**src/rtl/slcd_pkg.sv**
```systemverilog
package slcd_pkg;

   localparam int BYTE_W = 8;
   localparam int LEN_W  = 16;
   localparam int CRC_W  = 16;
   localparam int KIND_W = 2;
   localparam int CSR_INDEX_W = 2;
   localparam int CSR_DATA_W  = 16;

   localparam logic [CSR_INDEX_W-1:0] CSR_SYNC_VALUE   = 2'd0;
   localparam logic [CSR_INDEX_W-1:0] CSR_MAX_LENGTH   = 2'd1;
   localparam logic [CSR_INDEX_W-1:0] CSR_CRC_INIT     = 2'd2;

   localparam logic [BYTE_W-1:0] SYNC_RESET     = 8'hAA;
   localparam logic [LEN_W-1:0]  MAX_LEN_RESET  = 16'd1024;
   localparam logic [CRC_W-1:0]  CRC_INIT_RESET = 16'hFFFF;
   localparam logic [CRC_W-1:0]  CRC_POLY       = 16'h1021;

   localparam logic [KIND_W-1:0] KIND_PAYLOAD = 2'd0;
   localparam logic [KIND_W-1:0] KIND_CRC_OK  = 2'd1;
   localparam logic [KIND_W-1:0] KIND_CRC_BAD = 2'd2;

   localparam logic [1:0] PH_HUNT    = 2'd0;
   localparam logic [1:0] PH_HEADER  = 2'd1;
   localparam logic [1:0] PH_PAYLOAD = 2'd2;
   localparam logic [1:0] PH_CRC     = 2'd3;

   localparam logic [1:0] HDR_COMMAND  = 2'd0;
   localparam logic [1:0] HDR_SEQUENCE = 2'd1;
   localparam logic [1:0] HDR_LEN_LOW  = 2'd2;
   localparam logic [1:0] HDR_LEN_HIGH = 2'd3;

   // CRC-16-CCITT, MSB first, one byte
   function automatic logic [CRC_W-1:0] crc_add_byte(input logic [CRC_W-1:0] crc,
                                                      input logic [BYTE_W-1:0] b);
      logic [CRC_W-1:0] c;
      c = crc ^ {b, 8'h00};
      for (int i = 0; i < 8; i++) begin
         if (c[CRC_W-1]) begin
            c = {c[CRC_W-2:0], 1'b0} ^ CRC_POLY;
         end else begin
            c = {c[CRC_W-2:0], 1'b0};
         end
      end
      return c;
   endfunction

endpackage

```
**src/rtl/sync_length_crc16_deframer.sv**
```systemverilog
// channel | direction | handshake          | payload
// req     | in        | req_valid/req_stall | req_rx_byte
// rsp     | out       | rsp_valid/rsp_stall | kind, command, sequence, byte, offset,
//         |           |                     | length, end_of_frame
// csr     | in        | csr_write_enable    | csr_index, csr_write_data
//
// One byte per cycle while not stalled: frame state and CRC update from the
// accepted byte; a result is loaded into the output register at the accepting
// edge and is valid from the next cycle on.
// Synchronous reset puts the block in sync hunt with control registers at defaults.
// A waiting result stalls the input only while rsp_stall holds it; if it is
// taken in the same cycle a new byte is accepted.
module sync_length_crc16_deframer (
   input  logic                              clock,
   input  logic                              reset,
   input  logic                              req_valid,
   output logic                              req_stall,
   input  logic [slcd_pkg::BYTE_W-1:0]       req_rx_byte,
   output logic                              rsp_valid,
   input  logic                              rsp_stall,
   output logic [slcd_pkg::KIND_W-1:0]       rsp_result_kind,
   output logic [slcd_pkg::BYTE_W-1:0]       rsp_command_code,
   output logic [slcd_pkg::BYTE_W-1:0]       rsp_sequence_number,
   output logic [slcd_pkg::BYTE_W-1:0]       rsp_payload_byte,
   output logic [slcd_pkg::LEN_W-1:0]        rsp_payload_offset,
   output logic [slcd_pkg::LEN_W-1:0]        rsp_payload_length,
   output logic                              rsp_end_of_frame,
   input  logic                              csr_write_enable,
   input  logic [slcd_pkg::CSR_INDEX_W-1:0]  csr_index,
   input  logic [slcd_pkg::CSR_DATA_W-1:0]   csr_write_data
);

   logic [slcd_pkg::BYTE_W-1:0] sync_ff;
   logic [slcd_pkg::LEN_W-1:0]  max_len_ff;
   logic [slcd_pkg::CRC_W-1:0]  crc_init_ff;

   logic [1:0]                  phase_ff, phase_in;
   logic [1:0]                  hdr_cnt_ff, hdr_cnt_in;
   logic [slcd_pkg::BYTE_W-1:0] cmd_ff, cmd_in;
   logic [slcd_pkg::BYTE_W-1:0] seq_ff, seq_in;
   logic [slcd_pkg::LEN_W-1:0]  len_ff, len_in;
   logic [slcd_pkg::LEN_W-1:0]  rcvd_ff, rcvd_in;
   logic [slcd_pkg::CRC_W-1:0]  crc_ff, crc_in;
   logic [slcd_pkg::BYTE_W-1:0] crc_lo_ff, crc_lo_in;
   logic                        crc_cnt_ff, crc_cnt_in;

   logic                        rsp_valid_ff, rsp_valid_in;
   logic [slcd_pkg::KIND_W-1:0] kind_ff, kind_in;
   logic [slcd_pkg::BYTE_W-1:0] pbyte_ff, pbyte_in;
   logic [slcd_pkg::LEN_W-1:0]  poff_ff, poff_in;
   logic                        eof_ff, eof_in;
   logic [slcd_pkg::BYTE_W-1:0] rsp_cmd_ff, rsp_seq_ff;
   logic [slcd_pkg::LEN_W-1:0]  rsp_len_ff;

   logic                        accept;
   logic                        emit;
   logic [slcd_pkg::CRC_W-1:0]  crc_next;
   logic [slcd_pkg::LEN_W-1:0]  rcvd_inc;
   logic [slcd_pkg::LEN_W-1:0]  hdr_len;

   assign req_stall = rsp_valid_ff & rsp_stall;
   assign accept    = req_valid & ~req_stall;
   assign crc_next  = slcd_pkg::crc_add_byte(crc_ff, req_rx_byte);
   assign rcvd_inc  = rcvd_ff + 1'b1;
   assign hdr_len   = {req_rx_byte, len_ff[7:0]};

   always_comb begin
      phase_in   = phase_ff;
      hdr_cnt_in = hdr_cnt_ff;
      cmd_in     = cmd_ff;
      seq_in     = seq_ff;
      len_in     = len_ff;
      rcvd_in    = rcvd_ff;
      crc_in     = crc_ff;
      crc_lo_in  = crc_lo_ff;
      crc_cnt_in = crc_cnt_ff;
      emit       = 1'b0;
      kind_in    = slcd_pkg::KIND_PAYLOAD;
      pbyte_in   = '0;
      poff_in    = '0;
      eof_in     = 1'b0;
      case (phase_ff)
         slcd_pkg::PH_HUNT: begin
            if (req_rx_byte == sync_ff) begin
               hdr_cnt_in = '0;
               crc_in     = crc_init_ff;
               phase_in   = slcd_pkg::PH_HEADER;
            end
         end
         slcd_pkg::PH_HEADER: begin
            crc_in     = crc_next;
            hdr_cnt_in = hdr_cnt_ff + 1'b1;
            case (hdr_cnt_ff)
               slcd_pkg::HDR_COMMAND:  cmd_in = req_rx_byte;
               slcd_pkg::HDR_SEQUENCE: seq_in = req_rx_byte;
               slcd_pkg::HDR_LEN_LOW:  len_in = {8'h00, req_rx_byte};
               default: begin
                  len_in     = hdr_len;
                  rcvd_in    = '0;
                  crc_cnt_in = 1'b0;
                  crc_lo_in  = '0;
                  if (hdr_len > max_len_ff) begin
                     phase_in = slcd_pkg::PH_HUNT;
                  end else if (hdr_len == '0) begin
                     phase_in = slcd_pkg::PH_CRC;
                  end else begin
                     phase_in = slcd_pkg::PH_PAYLOAD;
                  end
               end
            endcase
         end
         slcd_pkg::PH_PAYLOAD: begin
            crc_in   = crc_next;
            emit     = 1'b1;
            pbyte_in = req_rx_byte;
            poff_in  = rcvd_ff;
            rcvd_in  = rcvd_inc;
            if (rcvd_inc == len_ff) begin
               crc_cnt_in = 1'b0;
               phase_in   = slcd_pkg::PH_CRC;
            end
         end
         default: begin
            if (!crc_cnt_ff) begin
               crc_lo_in  = req_rx_byte;
               crc_cnt_in = 1'b1;
            end else begin
               crc_cnt_in = 1'b0;
               phase_in   = slcd_pkg::PH_HUNT;
               emit       = 1'b1;
               eof_in     = 1'b1;
               kind_in    = ({req_rx_byte, crc_lo_ff} == crc_ff) ?
                            slcd_pkg::KIND_CRC_OK : slcd_pkg::KIND_CRC_BAD;
            end
         end
      endcase
   end

   assign rsp_valid_in = (accept & emit) | (rsp_valid_ff & rsp_stall);

   always_ff @(posedge clock) begin
      if (reset) begin
         sync_ff     <= slcd_pkg::SYNC_RESET;
         max_len_ff  <= slcd_pkg::MAX_LEN_RESET;
         crc_init_ff <= slcd_pkg::CRC_INIT_RESET;
      end else if (csr_write_enable) begin
         case (csr_index)
            slcd_pkg::CSR_SYNC_VALUE: sync_ff     <= csr_write_data[slcd_pkg::BYTE_W-1:0];
            slcd_pkg::CSR_MAX_LENGTH: max_len_ff  <= csr_write_data;
            slcd_pkg::CSR_CRC_INIT:   crc_init_ff <= csr_write_data;
            default: ;
         endcase
      end
   end

   always_ff @(posedge clock) begin
      if (reset) begin
         phase_ff     <= slcd_pkg::PH_HUNT;
         hdr_cnt_ff   <= '0;
         cmd_ff       <= '0;
         seq_ff       <= '0;
         len_ff       <= '0;
         rcvd_ff      <= '0;
         crc_ff       <= slcd_pkg::CRC_INIT_RESET;
         crc_lo_ff    <= '0;
         crc_cnt_ff   <= 1'b0;
         rsp_valid_ff <= 1'b0;
      end else begin
         rsp_valid_ff <= rsp_valid_in;
         if (accept) begin
            phase_ff   <= phase_in;
            hdr_cnt_ff <= hdr_cnt_in;
            cmd_ff     <= cmd_in;
            seq_ff     <= seq_in;
            len_ff     <= len_in;
            rcvd_ff    <= rcvd_in;
            crc_ff     <= crc_in;
            crc_lo_ff  <= crc_lo_in;
            crc_cnt_ff <= crc_cnt_in;
         end
      end
   end

   always_ff @(posedge clock) begin
      if (accept && emit) begin
         kind_ff    <= kind_in;
         pbyte_ff   <= pbyte_in;
         poff_ff    <= poff_in;
         eof_ff     <= eof_in;
         rsp_cmd_ff <= cmd_ff;
         rsp_seq_ff <= seq_ff;
         rsp_len_ff <= len_ff;
      end
   end

   assign rsp_valid           = rsp_valid_ff;
   assign rsp_result_kind     = kind_ff;
   assign rsp_command_code    = rsp_cmd_ff;
   assign rsp_sequence_number = rsp_seq_ff;
   assign rsp_payload_byte    = pbyte_ff;
   assign rsp_payload_offset  = poff_ff;
   assign rsp_payload_length  = rsp_len_ff;
   assign rsp_end_of_frame    = eof_ff;

`ifndef ASSERT_OFF
   a_eof_kind: assert property (@(posedge clock) disable iff (reset)
      rsp_valid && rsp_end_of_frame |-> rsp_result_kind != slcd_pkg::KIND_PAYLOAD)
      else $error("end of frame carries payload kind");

   a_offset_range: assert property (@(posedge clock) disable iff (reset)
      rsp_valid && !rsp_end_of_frame |->
         rsp_result_kind == slcd_pkg::KIND_PAYLOAD && rsp_payload_offset < rsp_payload_length)
      else $error("payload offset beyond declared length");

   a_payload_count: assert property (@(posedge clock) disable iff (reset)
      phase_ff == slcd_pkg::PH_PAYLOAD |-> rcvd_ff < len_ff)
      else $error("payload count out of range");

   a_stall_only_full: assert property (@(posedge clock) disable iff (reset)
      req_stall |-> rsp_valid)
      else $error("input stalled with empty output register");

   a_result_from_accept: assert property (@(posedge clock) disable iff (reset)
      $rose(rsp_valid) |-> $past(accept) &&
         ($past(phase_ff) == slcd_pkg::PH_PAYLOAD || $past(phase_ff) == slcd_pkg::PH_CRC))
      else $error("result without payload or CRC transaction");
`endif

endmodule
```
**config.mk**
```make
export PLATFORM = sky130hd
export DESIGN_NAME = sync_length_crc16_deframer
export DESIGN_NICKNAME = d
export VERILOG_FILES = /design/src/rtl/slcd_pkg.sv /design/src/rtl/sync_length_crc16_deframer.sv
export SDC_FILE = /design/constraint.sdc
export NUM_CORES = 1
export LEC_CHECK = 0
export BUFFER_PORTS_ARGS = -buffer_cell sky130_fd_sc_hd__buf_4
export CAP_MARGIN = 20
export CORE_UTILIZATION = 55
export DETAILED_ROUTE_END_ITERATION = 10
export PLACE_DENSITY = 0.83
export RECOVER_POWER = 25
export SLEW_MARGIN = 5
export SYNTH_ARGS = -nofsm -noshare
export SYNTH_HDL_FRONTEND = slang
export SYNTH_SLANG_ARGS = --single-unit
export TNS_END_PERCENT = 100
```
**constraint.sdc**
```tcl
create_clock -name clock -period 5.05 [get_ports clock]
set_clock_uncertainty 0.1 [all_clocks]
set_input_delay 0.2525 -clock clock [delete_from_list [all_inputs] [get_ports clock]]
set_output_delay 0.2525 -clock clock [all_outputs]
set_load 0.03 [all_outputs]
```
==> reports/metrics.cfg <==
[yosys]
synth_edf_count=59
synth_flop_cell=dfxtp_1
synth_async_sr_flop_share=0
synth_area_sq_mm=0.008223
synth-seq-cells=177
synth_cell_type_count=63
syn_inst=870
synth_nets=928
synth_area_per_cell_sq_um=9.452
yosysSeqAreaShare=0.5027
synth_warnings=0

[die]
dieArea_sq_mm=0.01544
start_util=0.5658
row_count=44
core_sq_mm=0.01453
die_w_um=124.3
ioPinCount=92
die_h_um=124.3

[cts]
cts_buffers=17
tritoncts=built
cts_sinks=177
clk_pin_slew_ns=0.07
post-cts-setup-buffers=0
clock_path_buffers=2
cts_root_buf=clkbuf_16
cts_max_level=4
clock_latency_ns=0.44

[critical_path]
cp-start-kind=flop
crit_arrival_ns=3.09
cp.required_ns=5.05
path_max_fanout=31
cp-end-kind=flop
worst-setup-path-type=flop to flop

[timing]
slew_headroom=0.3137
fin_crit_sh=0.6123
tightestPinTransition_ns=1.030
slew_viol_final=0
hold_viol_final=0
min_period_ns=3.092
setup_viol=0
rsz0062_at_grt=no
fmax_mhz=323.4
final.setup.tns_ns=0

[routing]
remaining_drc_errors=0
firstDrtPassIters=5
ant_nets=0
first_iter_violations=724
wire_per_inst_um=17.14
wl_mm=19.49
drt-vias-per-instance=5.808
vias=6604

[cells_and_area]
final_common_cell=nand2_1
final_nets=998
drive_gt1_frac=0.1459
antenna_cells=0
final_cells=1137
syn_to_final_growth_pct=18.08
final_cell_mix=nand2_1, dfxtp_1, buf_4, nor2_1, a21oi_1

[power_and_ir_drop]
p_per_area_mw_per_mm2=315.9
power.leakage_nw=3.574
ir_drop_mv=0.2272

[placement]
gp_congestion=0.8850
placedCellCount=1089
dp_hpwl_mm=12.46
portBuffers=91

[hold_path]
hold_class=primary input to flop

[grt]
grt_max_degree=74
grt_pass1_vias=6278
grt_pass1_wl_mm=31.77
grt_overflow_total=0
track_usage=0.2578
antenna_found_initial=0

[flow_run]
maxCapViolations=0

[run_status]
outcome=finished clean

timing repair:
item,CTS,global route
hold buffers,16,0
hold endpoints to repair,39,0
gates resized for setup,0,0
report_power, final:
part | switching, W | total [W] | leakage, nW | internal (W)
Clock | 0.000614 | 0.00142 | 0.309 | 0.000807
Sequential | 0.00000917 | 0.00148 | 1.50 | 0.00148
Combinational | 0.0000946 | 0.000162 | 1.76 | 0.0000670
Total | 0.000718 | 0.00307 | 3.57 | 0.00235
through the flow:
| stage | hold WS [ns] | setup slack, ns | instance area [sq um] | power [W] | util |
|---|---|---|---|---|---|
| finish | 0.06987 | 1.958 | 9709 | 0.003067 | 0.6680 |
| global route | 0.06916 | 1.682 | 9709 | 0.003148 | 0.6680 |
| CTS | 0.06559 | 1.890 | 9739 | 0.003074 | 0.6701 |
| detailed placement | 0.3173 | 1.894 | 8939 | 0.001665 | 0.6150 |
| global placement | 0.3120 | 2.027 | 8912 | 0.001662 | 0.6132 |
| floorplan | 0.2704 | 1.043 | 8223 | 0.001612 | - |
state kept, by name, summed over array words and instances (netlist names), 8 cells and up:
signal and flops:
rsp_payload_length 16, rsp_payload_byte 8, crc_lo_ff 8, sync_ff 8, rcvd_ff 16, crc_ff 16
max_len_ff 16, rsp_command_code 8, rsp_sequence_number 8, rsp_payload_offset 16, crc_init_ff 16, seq_ff 8
cmd_ff 8, len_ff 16
cell type report:
type | instances | area, sq um
fillers | 1149 | 4825
multi-input cells | 605 | 3741
clock buffers | 17 | 425.4
flip-flops and latches | 177 | 4134
repair buffers | 112 | 862.1
clock inverters | 15 | 215.2
inverters | 27 | 101.3
well taps | 184 | 230.2
worst max-delay path, cell delays in order (launching register included):
cell and delay, ns:
dfxtp_1 0.35, inv_1 0.13, ha_1 0.75, mux2i_1 0.24, nor2_4 0.67, buf_4 0.49
metal layers:
metal  global-route usage  wire length [um]  vias up
li1                     -                 -     3155
met1               0.3272              8248     3148
met5                    0                 0        -
met4               0.1354               650        0
met3              0.05584              1122       53
met2               0.4121              9463      248
worst paths after layout:
check | from | endpoint | slack (ns) | cells after the start
hold reg to reg | cmd_ff[5]$_SDFFE_PP0P_ | rsp_command_code[5]$_DFFE_PP_ | 0.33 | 0
setup reg to reg | phase_ff[0]$_SDFFE_PP0P_ | rsp_command_code[2]$_DFFE_PP_ | 1.96 | 5
setup / recovery | phase_ff[0]$_SDFFE_PP0P_ | rsp_command_code[2]$_DFFE_PP_ | 1.96 | 5
hold / removal | req_rx_byte[5] | cmd_ff[5]$_SDFFE_PP0P_ | 0.07 | 3
cells in the mapped netlist, drive strengths merged (22+ instances only):
cell type    n  share of area
nand3       36          0.023
a21oi       71          0.043
edfxtp      59           0.22
nand2      123          0.056
ha          27          0.041
xor2        22          0.024
inv         27          0.012
dfxtp      118           0.29
and2        30          0.023
xnor2       39          0.042
nor2        74          0.034
clkbuf      51          0.024
logic make-up (layout without fill, tap and decap cells):
| family | count (synthesis) | count (layout) | share of synthesized area |
|---|---|---|---|
| adders and majority gates | 27 | 27 | 0.04108 |
| buffers and inverters | 88 | 171 | 0.04367 |
| xor gates and xnor gates | 61 | 61 | 0.06589 |
| DFF | 177 | 177 | 0.5027 |
| muxes | 14 | 14 | 0.01719 |
| AOI/OAI and AO/OA | 149 | 149 | 0.1169 |
| and+or+nand+nor | 354 | 354 | 0.2126 |
Note: power is estimated with default switching activity, not from simulation.
